<file path="config.mk">
export PLATFORM = sky130hd
export DESIGN_NAME = stbs_ctrl
export DESIGN_NICKNAME = d
export VERILOG_FILES = /design/src/hdl/stbs_pkg.sv /design/src/hdl/stbs_ctrl.sv
export SDC_FILE = /design/constraint.sdc
export NUM_CORES = 1
export LEC_CHECK = 0
export BUFFER_PORTS_ARGS = -buffer_cell sky130_fd_sc_hd__buf_2
export CAP_MARGIN = 5
export CORE_UTILIZATION = 24
export DETAILED_ROUTE_END_ITERATION = 7
export GPL_ROUTABILITY_DRIVEN = 0
export GPL_TIMING_DRIVEN = 0
export SKIP_LAST_GASP = 1
export SLEW_MARGIN = 25
export SYNTH_ARGS = -nofsm -noshare
export SYNTH_HDL_FRONTEND = slang
export SYNTH_SLANG_ARGS = --single-unit
</file>
<file path="constraint.sdc">
create_clock -name clk -period 13.35 [get_ports clk]
set_input_delay 2.67 -clock clk [delete_from_list [all_inputs] [get_ports clk]]
set_output_delay 2.67 -clock clk [all_outputs]
set_load 0.02 [all_outputs]
</file>
<file path="src/hdl/stbs_pkg.sv">
package stbs_pkg;

  // Table geometry
  localparam int TABLE_DEPTH = 1024;
  localparam int ADDR_W      = (TABLE_DEPTH > 1) ? $clog2(TABLE_DEPTH) : 1;

  // Field widths fixed by the item format
  localparam int IDX_W  = 10;
  localparam int DATA_W = 32;
  // Search bounds carry a sign bit and one bit of headroom (hi can reach -1, lo can reach 1024)
  localparam int BND_W  = IDX_W + 2;

  // Operation codes
  localparam logic [1:0] OP_WRITE = 2'd0;
  localparam logic [1:0] OP_EXACT = 2'd1;
  localparam logic [1:0] OP_LOWER = 2'd2;

  typedef struct packed {
    logic [1:0]               opcode;
    logic [IDX_W-1:0]         write_index;
    logic signed [DATA_W-1:0] key_or_data;
    logic [IDX_W-1:0]         range_low;
    logic [IDX_W-1:0]         range_high;
  } in_t;

  typedef struct packed {
    logic             found;
    logic [IDX_W-1:0] position;
  } out_t;

  // Write request from the sequencer to the table
  typedef struct packed {
    logic                     en;
    logic [IDX_W-1:0]         idx;
    logic signed [DATA_W-1:0] data;
  } wr_req_t;

  typedef enum logic [1:0] {
    S_IDLE,
    S_READ,
    S_CHECK,
    S_DONE
  } state_t;

endpackage

</file>
<file path="src/hdl/stbs_ctrl.sv">
module stbs_ctrl (
  input  logic                             clk,
  input  logic                             rst,
  input  logic                             in_valid,
  output logic                             in_ready,
  input  stbs_pkg::in_t                    in_item,
  output stbs_pkg::wr_req_t                wr,
  output logic [stbs_pkg::IDX_W-1:0]       rd_idx,
  input  logic signed [stbs_pkg::DATA_W-1:0] rd_data,
  output logic                             res_valid,
  input  logic                             res_ready,
  output stbs_pkg::out_t                   res
);
  import stbs_pkg::*;

  state_t state, state_next;

  logic signed [BND_W-1:0]  lo, lo_next;
  logic signed [BND_W-1:0]  hi, hi_next;
  logic signed [DATA_W-1:0] key, key_next;
  logic                     lower, lower_next;   // lower-bound mode
  logic                     first, first_next;   // lower-bound top-of-range probe pending
  logic [IDX_W-1:0]         pidx, pidx_next;     // index probed last
  logic                     found, found_next;
  logic [IDX_W-1:0]         pos, pos_next;

  logic [BND_W:0]           bsum;
  logic [IDX_W-1:0]         mid;
  logic signed [BND_W-1:0]  pidx_s;
  logic signed [BND_W-1:0]  lo_new, hi_new;
  logic                     eq, lt;

  // Midpoint; both bounds are non-negative whenever a probe is issued
  assign bsum   = {lo[BND_W-1], lo} + {hi[BND_W-1], hi};
  assign mid    = bsum[IDX_W:1];
  assign pidx_s = $signed({2'b00, pidx});

  // Shared compare of the probed entry against the key
  assign eq = (rd_data == key);
  assign lt = (rd_data < key);

  always_ff @(posedge clk) begin
    if (rst) begin
      state <= S_IDLE;
    end else begin
      state <= state_next;
    end
  end

  always_ff @(posedge clk) begin
    lo    <= lo_next;
    hi    <= hi_next;
    key   <= key_next;
    lower <= lower_next;
    first <= first_next;
    pidx  <= pidx_next;
    found <= found_next;
    pos   <= pos_next;
  end

  // Sequencer
  always_comb begin
    state_next = state;
    lo_next    = lo;
    hi_next    = hi;
    key_next   = key;
    lower_next = lower;
    first_next = first;
    pidx_next  = pidx;
    found_next = found;
    pos_next   = pos;
    lo_new     = lo;
    hi_new     = hi;
    in_ready   = 1'b0;
    res_valid  = 1'b0;
    wr.en      = 1'b0;
    wr.idx     = in_item.write_index;
    wr.data    = in_item.key_or_data;
    rd_idx     = mid;

    case (state)
      S_IDLE: begin
        in_ready = 1'b1;
        if (in_valid) begin
          found_next = 1'b0;
          pos_next   = '0;
          lo_next    = $signed({2'b00, in_item.range_low});
          hi_next    = $signed({2'b00, in_item.range_high});
          key_next   = in_item.key_or_data;
          lower_next = (in_item.opcode == OP_LOWER);
          first_next = 1'b1;
          case (in_item.opcode)
            OP_WRITE: begin
              wr.en      = 1'b1;
              state_next = S_DONE;
            end
            OP_EXACT, OP_LOWER: begin
              // Empty range finishes at once
              if (in_item.range_low > in_item.range_high) begin
                state_next = S_DONE;
              end else begin
                state_next = S_READ;
              end
            end
            default: begin
              state_next = S_DONE;
            end
          endcase
        end
      end

      // Present the probe address; data is back next cycle
      S_READ: begin
        rd_idx     = (lower && first) ? hi[IDX_W-1:0] : mid;
        pidx_next  = rd_idx;
        state_next = S_CHECK;
      end

      S_CHECK: begin
        if (!lower) begin
          // Exact match
          if (eq) begin
            found_next = 1'b1;
            pos_next   = pidx;
            state_next = S_DONE;
          end else begin
            if (lt) begin
              lo_new = pidx_s + BND_W'(1);
            end else begin
              hi_new = pidx_s - BND_W'(1);
            end
            lo_next = lo_new;
            hi_next = hi_new;
            state_next = (lo_new > hi_new) ? S_DONE : S_READ;
          end
        end else if (first) begin
          // Top-of-range probe: key above the last entry of the range means not found
          first_next = 1'b0;
          if (lt) begin
            state_next = S_DONE;
          end else if (lo == hi) begin
            found_next = 1'b1;
            pos_next   = lo[IDX_W-1:0];
            state_next = S_DONE;
          end else begin
            state_next = S_READ;
          end
        end else begin
          // Lower bound narrowing
          if (lt) begin
            lo_new = pidx_s + BND_W'(1);
          end else begin
            hi_new = pidx_s;
          end
          lo_next = lo_new;
          hi_next = hi_new;
          if (lo_new == hi_new) begin
            found_next = 1'b1;
            pos_next   = lo_new[IDX_W-1:0];
            state_next = S_DONE;
          end else begin
            state_next = S_READ;
          end
        end
      end

      S_DONE: begin
        res_valid = 1'b1;
        if (res_ready) begin
          state_next = S_IDLE;
        end
      end

      default: begin
        state_next = S_IDLE;
      end
    endcase
  end

  assign res.found    = found;
  assign res.position = pos;

endmodule

</file>
---- After elaboration in Yosys (flattened, before gate mapping) ----
Cells that the tools add are included.
word-level totals
  memories kept ........................... 0
  latch bits .............................. 0
  register bits ........................... 81
  bits in writable memories ............... 0
  word-level logic and storage cells ...... 105
  memory bits (read-only) ................. 0
  bits of input ports ..................... 100
operators by class
  multipliers ............................. 0
  shift-type cells ........................ 0
  muxes and demuxes ....................... 63
  magnitude comparators ................... 3
  reductions and logical operators ........ 10
  bitwise operators ....................... 0
  $add $sub $neg .......................... 3
  eq/ne operators ......................... 17
  div/mod/pow operators ................... 0
operators by type and width
  cell                                                                   count
  12-bit two-way mux                                                     23
  10-bit two-way mux                                                     9
  12-bit case mux with 2 select lines                                    2
  32-bit == test                                                         1
  32-bit less-than comparator                                            1
  12-bit == test                                                         2
  2-bit two-way mux                                                      11
  10-bit case mux with 2 select lines                                    1
  1-bit two-way mux                                                      14
  12-bit greater-than comparator                                         1
  4-bit != test (second input constant)                                  3
  10-bit by 1-bit adder with 11-bit output (second input constant)       1
  11-bit adder                                                           1
  10-bit by 1-bit subtractor with 11-bit output (second input constant)  1
  10-bit greater-than comparator                                         1
  3-bit != test (second input constant)                                  3
  2-bit case mux with 4 select lines                                     1
  2-bit == test (second input constant)                                  3
  2-bit != test (second input constant)                                  3
  6-bit AND reduction                                                    1
  2-bit by 1-bit == test with 1-bit output (second input constant)       2
  2-bit logical NOT                                                      2
  1-bit case mux with 2 select lines                                     2
  2-bit AND reduction                                                    2
  other kinds (5)                                                        5

---- Logic depth before layout (Yosys ltp) ----
Gate-level depths: netlist of run 1.
  depth after elaboration ................. 10
  gate-level depth with buffers ........... 21
  depth with buffers taken out ............ 19

---- Worst setup path after synthesis of run 1 ----
OpenSTA, ideal clock, no wires.
  kind .................................... input to register
  start ................................... input rd_data[17] (netlist bit)
  end ..................................... register state[1]
  data required time ...................... 13.254 ns
  stages .................................. 18
  arrival ................................. 6.586 ns
  setup slack ............................. 6.668 ns
  path through ............................ ha_1 a21o_1 a221o_1 a221o_1 a22oi_4 buf_6 clkbuf_1 clkbuf_1 o21ai_0 ha_1 a21o_1 a21oi_1 maj3_1 nor3_1 a21oi_1 and3_1 o31a_1 o41ai_2
between the ends
  cells in the longest elaborated chain, start to end .. 10
ends and longest elaborated chain
  element                                                                  RTL line                            text
  from (decl)                                                              stbs_ctrl.sv:9                      input logic signed [stbs_pkg::DATA_W-1:0] rd_data,
  32-bit less-than comparator                                              stbs_ctrl.sv:40                     assign lt = (rd_data < key);
  12-bit two-way mux (on tied branches)                                    stbs_ctrl.sv:127, stbs_ctrl.sv:150
  12-bit two-way mux (on tied branches)                                    stbs_ctrl.sv:122, stbs_ctrl.sv:136
  12-bit two-way mux                                                       stbs_ctrl.sv:120                    if (!lower) begin
  12-bit two-way mux                                                       stbs_ctrl.sv:81                     case (state)
  12-bit greater-than comparator / 12-bit == test (equally long branches)  stbs_ctrl.sv:134, stbs_ctrl.sv:157
  2-bit two-way mux (on tied branches)                                     stbs_ctrl.sv:134, stbs_ctrl.sv:157
  2-bit two-way mux (on tied branches)                                     stbs_ctrl.sv:122, stbs_ctrl.sv:136
  2-bit two-way mux *                                                      stbs_ctrl.sv:120
  2-bit case mux with 4 select lines *                                     stbs_ctrl.sv:81
  to (signal assigned)                                                     stbs_ctrl.sv:46                     state <= state_next;
  to (decl)                                                                stbs_ctrl.sv:16                     state_t state, state_next;
Mark *: on every way between the ends. The rest lies on a longest branch, timed or not. The select of a mux whose other input is x is not followed.
A chain may end at the register's enable or synchronous reset.

---- Worst setup path in the final report of run 1 ----
  start ................................... input rd_data[14] (netlist bit)
  end ..................................... register state[1]
Same word-level chain as after synthesis.

==> impl_metrics.tcl, run 1 <==
set metrics [dict create \
    status "completed" \
    final_nets 1061 \
    die_h_um 167 \
    critPathCaptureType "register" \
    seq_area_frac_synth_pct 36.7 \
    yosys.area_share.simple_pct 15.6 \
    cp.arrival_ps 7620 \
    ys_warn_count 0 \
    leakage_nw 3.69 \
    async_flop_share_pct 0 \
    slew_viol_final 0 \
    drive_gt1_share_pct 26.4 \
    dp_hpwl_mm 15.8 \
    drt-initial-drc-count 388 \
    grt_max_degree 24 \
    cts_tree "done" \
    fin_skew_ps 14.0 \
    start_util_pct 24.4 \
    yosys.area.top_type_share_pct 36.1 \
    syn-cell-area_sq_um 6570 \
    critPathRequiredTime_ps 13610 \
    path_class "in2reg" \
    ys_ff_latch 81 \
    final.min_clock_period_ps 7360 \
    syn_nets 892 \
    fin_crit_sh_pct 55.2 \
    synth_edf_count 79 \
    post-route-util_pct 30.4 \
    pre_cts_ws_ps 5650 \
    diodes 0 \
    overflow 0 \
    cts_buffers 9 \
    dp.cells 1223 \
    finalSetupViolations 0 \
    worst_pin_slew_ps 665 \
    cts_hold_buf 0 \
    ys_top_cells_by_area "edfxtp_1 (36%), ha_1 (13%), buf_4 (4.9%)" \
    most-common-layout-cells "buf_2 (159), nand2_1 (85), edfxtp_1 (79), ha_1 (67), inv_1 (64)" \
    synthAdderAreaFrac_pct 13.4 \
    yosysTopAreaCell "edfxtp_1" \
    die_w_um 167 \
    final_hold_viol_count 0 \
    synth.distinct_cells 54 \
    setup_ws_ps 5990 \
    wl_per_cell_um 15.6 \
    syn2layout_area_growth_pct 24.3 \
    synth_flop_cell "edfxtp_1" \
    synth.mux.area_fraction_pct 3.47 \
    die_area_sq_um 28000 \
    hold_path_class "reg2reg" \
    clock-root-buffer "clkbuf_16" \
    cts.repair.resized 0 \
    grt_use_total_pct 13.9 \
    synthCells 724 \
    drc 0 \
    drt_first_pass_iters 5 \
    max_cap_viol_count 0 \
    clkSinkCount 81 \
    place_area_sq_um 7850 \
    grt_pass1_vias 5380 \
    rsz0062_at_grt "no" \
    core_sq_um 26900 \
    cts_max_level 3 \
    final_cells 1239 \
    cp_max_fo 10 \
    grt_pass1_wl_mm 29.6 \
    viasPerCell 4.59 \
    grt_antenna_before_repair 0 \
    postRouteAntennaNets 0 \
    crit_path_start_kind "input pin" \
    whs_ps 717 \
    synth_compound_area_share_pct 13.5 \
    ios 166 \
    power.density_nw_per_um2 137 \
    finalPower_mw 1.12 \
    fmax_mhz 136 \
    clk_pin_slew_ps 70 \
    clock_latency_ps 360 \
    rows 60 \
    yosys.area_share.xor_xnor_pct 6.53 \
    finalWirelength_mm 19.3 \
    clockBufferDepth 2 \
    cts_setup_buffers 0 \
    synth_top_family_by_area "simple AND/OR/NAND/NOR gates" \
    avgSynthCellArea_sq_um 9.07 \
    relSlewSlack_pct 55.7 \
    tns_ps 0 \
    port_buffers 155 \
    final_common_cell "buf_2" \
    irDropWorstVdd_v 0.0000649 \
    vias 5692 \
    final_area_sq_um 8160 \
]
-- worst max-delay path, cell delays in order --
cell      delay, ps
buf_2           100
ha_1            310
nand4_1         150
nor4_1          540
a21boi_0        290
o31ai_1         160
a22oi_4         380
buf_6           220
clkbuf_1        430
clkbuf_1        450
nand3b_1        130
o21ai_0         100
ha_1            170
a21o_1          130
a21oi_1          90
maj3_1          360
nor3_1          140
a21oi_1          70
and3_1          160
o31a_1          300
o41ai_2         270
-- registers in the layout, indices dropped and copies added, names as in the netlist --
| register | count |
|---|---|
| lo | 12 |
| hi | 12 |
| first | 1 |
| pos | 10 |
| pidx | 10 |
| key | 32 |
| lower | 1 |
| found | 1 |
| state | 2 |
-- per-layer routing --
metal	routed length, um	vias to the layer above	track usage (%)	share of wire (%)
met4	528	0	5.86	2.7
met1	8510	2623	17.9	44
met3	1160	30	2.27	6.0
li1	-	2837	-	-
met2	9100	202	22.8	47
met5	0	-	0	0
-- cell families (layout without fill, tap and decap cells) --
group | Yosys count | count (layout)
muxes | 22 | 22
xor gates and xnor gates | 49 | 49
and+or+nand+nor | 214 | 214
buffers and inverters | 143 | 317
adders and majority gates | 70 | 70
AOI/OAI and AO/OA | 145 | 145
DFF | 81 | 81
-- cells in the mapped netlist (all sizes together), types with 4 or more instances --
library cell	n
buf	55
inv	64
a21oi	42
mux2	6
nor3	6
nor2b	8
a31oi	6
nor2	47
and3	4
clkbuf	22
o211ai	13
ha	67
nand2	85
a211oi	6
nor4	8
edfxtp	79
o21ai	51
nand2b	9
a21o	11
nand4	11
and2	8
or3	6
xor2	16
mux2i	16
xnor2	33
nand3	14
-- where the power goes --
group	leakage (nW)	internal [mW]	total [mW]	switching (mW)
logic	2.77	0.192	0.489	0.297
registers	0.771	0.333	0.369	0.0355
clock network	0.153	0.149	0.264	0.115
-- layout make-up --
type | count | area, sq um
flip-flops and latches | 81 | 2410
fillers | 2877 | 18700
clock buffers | 9 | 225
plain buffers | 77 | 463
well taps | 341 | 427
repair buffers | 158 | 838
multi-input cells | 500 | 3470
clock inverters | 7 | 85.1
inverters | 66 | 248
-- final timing paths --
kind	to	from	slack [ps]	cells past startpoint
max	state[1]	rd_data[14]	5990	21
min	hi[11]	hi[11]	720	2
max reg2reg	state[1]	key[14]	8060	21
min reg2reg	hi[11]	hi[11]	720	2
No activity file was read; power rests on OpenSTA's default activity.
==> run 2: changes to the inputs <==
--- a/config.mk
+++ b/config.mk
@@ -5,6 +5,7 @@
 export SDC_FILE = /design/constraint.sdc
 export NUM_CORES = 1
 export LEC_CHECK = 0
+export ABC_AREA = 1
 export BUFFER_PORTS_ARGS = -buffer_cell sky130_fd_sc_hd__buf_2
 export CAP_MARGIN = 5
 export CORE_UTILIZATION = 24
==> constraint.sdc (replaced) <==
create_clock -name clk -period 6.5 [get_ports clk]
set_input_delay 1.3 -clock clk [delete_from_list [all_inputs] [get_ports clk]]
set_output_delay 1.3 -clock clk [all_outputs]
set_load 0.02 [all_outputs]
==> run 2 against run 1 <==
Effect of this change:
- final area shrank 1.3%
- register-to-register slack lost 5400 ps
- synthesized cell count grew 14%
- highest routed layer unchanged
==> impl_metrics.tcl, run 2 <==
set metrics [dict create \
    reg.largest.list "key: 32 flops, hi: 12 flops, lo: 12 flops" \
    rsz0062_at_grt "no" \
    slew_viol_final 0 \
    max_cap_viol_count 0 \
    avgSynthCellArea_sq_um 7.94 \
    power.density_nw_per_um2 310 \
    async_flop_share_pct 0 \
    irDropWorstVdd_v 0.000114 \
    grt_use_total_pct 13.6 \
    grt_pass1_vias 5518 \
    seq_area_frac_synth_pct 36.9 \
    leakage_nw 4.08 \
    final_hold_viol_count 0 \
    critPathRequiredTime_ps 5200 \
    fin_skew_ps 13.1 \
    die_h_um 167 \
    clock-root-buffer "clkbuf_16" \
    postRouteAntennaNets 0 \
    grtUsageMet2_pct 23.4 \
    grtUsageMet3_pct 1.69 \
    synth.distinct_cells 43 \
    fin_crit_sh_pct 70.3 \
    final.min_clock_period_ps 4570 \
    relSlewSlack_pct 36.0 \
    die_area_sq_um 27900 \
    pwr-share-clk_pct 19.8 \
    largest_reg_flops 32 \
    cp_max_fo 5 \
    drt_first_pass_iters 5 \
    clock_latency_ps 340 \
    top_register "key" \
    finalWirelength_mm 19.0 \
    hold_path_class "reg2reg" \
    drt-initial-drc-count 434 \
    setup_ws_ps 1930 \
    yosys.area.top_type_share_pct 36.3 \
    intPower_mw 1.40 \
    cts_setup_buffers 0 \
    port_buffers 155 \
    seqPwrFrac_pct 31.1 \
    power.share.switching_pct 43.9 \
    clockBufferDepth 2 \
    status "completed" \
    rows 60 \
    clk_pin_slew_ps 70 \
    crit_path_start_kind "register" \
    fmax_mhz 219 \
    viasPerCell 4.39 \
    yosysMostFrequentCell "nand2_1" \
    pre_cts_ws_ps 1610 \
    cp.arrival_ps 3270 \
    grt_use_met1_pct 17.1 \
    synth_edf_count 79 \
    final_nets 1158 \
    worst_pin_slew_ps 959 \
    synth_flop_cell "edfxtp_1" \
    overflow 0 \
    start_util_pct 24.4 \
    ios 166 \
    yosysTopAreaCell "edfxtp_1" \
    most-common-layout-cells "nand2_1 (212), buf_2 (157), inv_1 (135), edfxtp_1 (79), ha_1 (67)" \
    cts_buffers 9 \
    core_sq_um 26800 \
    ys_ff_latch 81 \
    ys_warn_count 0 \
    cts_max_level 3 \
    nFillCells 2809 \
    path_class "reg2out" \
    grt_antenna_before_repair 2 \
    pwr-share-comb_pct 49.0 \
    wl_per_cell_um 14.2 \
    drc 0 \
    p_switching_mw 1.10 \
    syn_nets 991 \
    tns_ps 0 \
    grt_max_degree 25 \
    cts_hold_buf 0 \
    cts.repair.resized 0 \
    die_w_um 167 \
    dp_hpwl_mm 15.9 \
    final_common_cell "nand2_1" \
    grt-busiest-layer "met2" \
    cts_tree "done" \
    syn-cell-area_sq_um 6540 \
    finalSetupViolations 0 \
    grt_pass1_wl_mm 28.9 \
    clkSinkCount 81 \
    syn2layout_area_growth_pct 23.3 \
    critPathCaptureType "output pin" \
    drive_gt1_share_pct 25.4 \
    ys_top_cells_by_count "nand2_1 (212), inv_1 (135), edfxtp_1 (79)" \
    synthCells 823 \
    vias 5879 \
    ys_top_cells_by_area "edfxtp_1 (36%), ha_1 (13%), nand2_1 (12%)" \
]
## run 2: cell types whose count changed after synthesis, moves of 14 or more
cell / before / now
nand2_1: 85 / 212
mux2i_1: 16 / 0
o221ai_1: 1 / 15
inv_1: 64 / 135
xnor2_1: 33 / 5
clkbuf_1: 22 / 8
nand2_2: 0 / 16
## run 2: kinds of logic after synthesis
kind of cell               after synthesis  share of synthesized area [%]
adders and majority gates               68                           13.1
and+or+nand+nor                        337                           21.7
AOI/OAI and AO/OA                      122                           11.3
DFF                                     81                           36.9
buffers and inverters                  195                           14.2
xor gates and xnor gates                20                           2.68
## run 2: final timing paths
check,start,end,slack (ps),depth (start not counted)
setup reg to reg,key[31],state[1],2690,29
hold reg to reg,state[0],state[1],620,3
hold / removal,state[0],state[1],620,3
setup / recovery,lo[2],rd_idx[8],1930,14
## run 2: layer usage
layer,wire length (um),vias up
li1,-,2995
met1,8350,2666
met2,9130,189
met3,1020,29
met4,478,0
met5,0,-
## run 2: power groups by stage
stage,registers [mW],clock network [mW],logic (mW)
after floorplan,0.787,0,0.831
after global placement,0.793,0,1.20
after detailed placement,0.790,0,1.22
after CTS,0.779,0.508,1.23
after global routing,0.792,0.526,1.36
final,0.779,0.496,1.23
## run 2: cell type report
cell class	count	area [sq um]	share of cell area [%]
Timing Repair Buffer	156	796	9.87
Buffer	57	412	5.11
Clock inverter	6	48.8	0.605
Inverter	138	518	6.43
Sequential cell	81	2410	29.9
Antenna cell	2	5.00	0.0621
Clock buffer	10	239	2.96
Tap cell	341	427	5.29
Multi-Input combinational cell	547	3200	39.7
## run 2: critical path: stages, from the launching register on
cell	delay, ps
edfxtp_1	430
ha_1	400
nand3_1	90
and2_1	180
o31ai_1	340
a21oi_1	120
o21bai_1	230
a21oi_1	100
nor2_1	100
nor2_1	60
xor2_1	140
o21ai_0	220
nand2_1	80
o21ai_0	190
buf_2	240
## run 2: through the flow
step | utilization, % | power [mW] | instances | hold slack [ps] | area (sq um)
final | 30.1 | 2.50 | 1338 | 616 | 8060
after global routing | 30.1 | 2.68 | 1338 | 671 | 8060
after CTS | 30.1 | 2.51 | 1336 | 628 | 8060
after detailed placement | 29.0 | 2.01 | 1320 | 613 | 7770
after global placement | 28.9 | 1.99 | 1319 | 613 | 7740
after floorplan | - | 1.62 | 823 | 564 | 6540
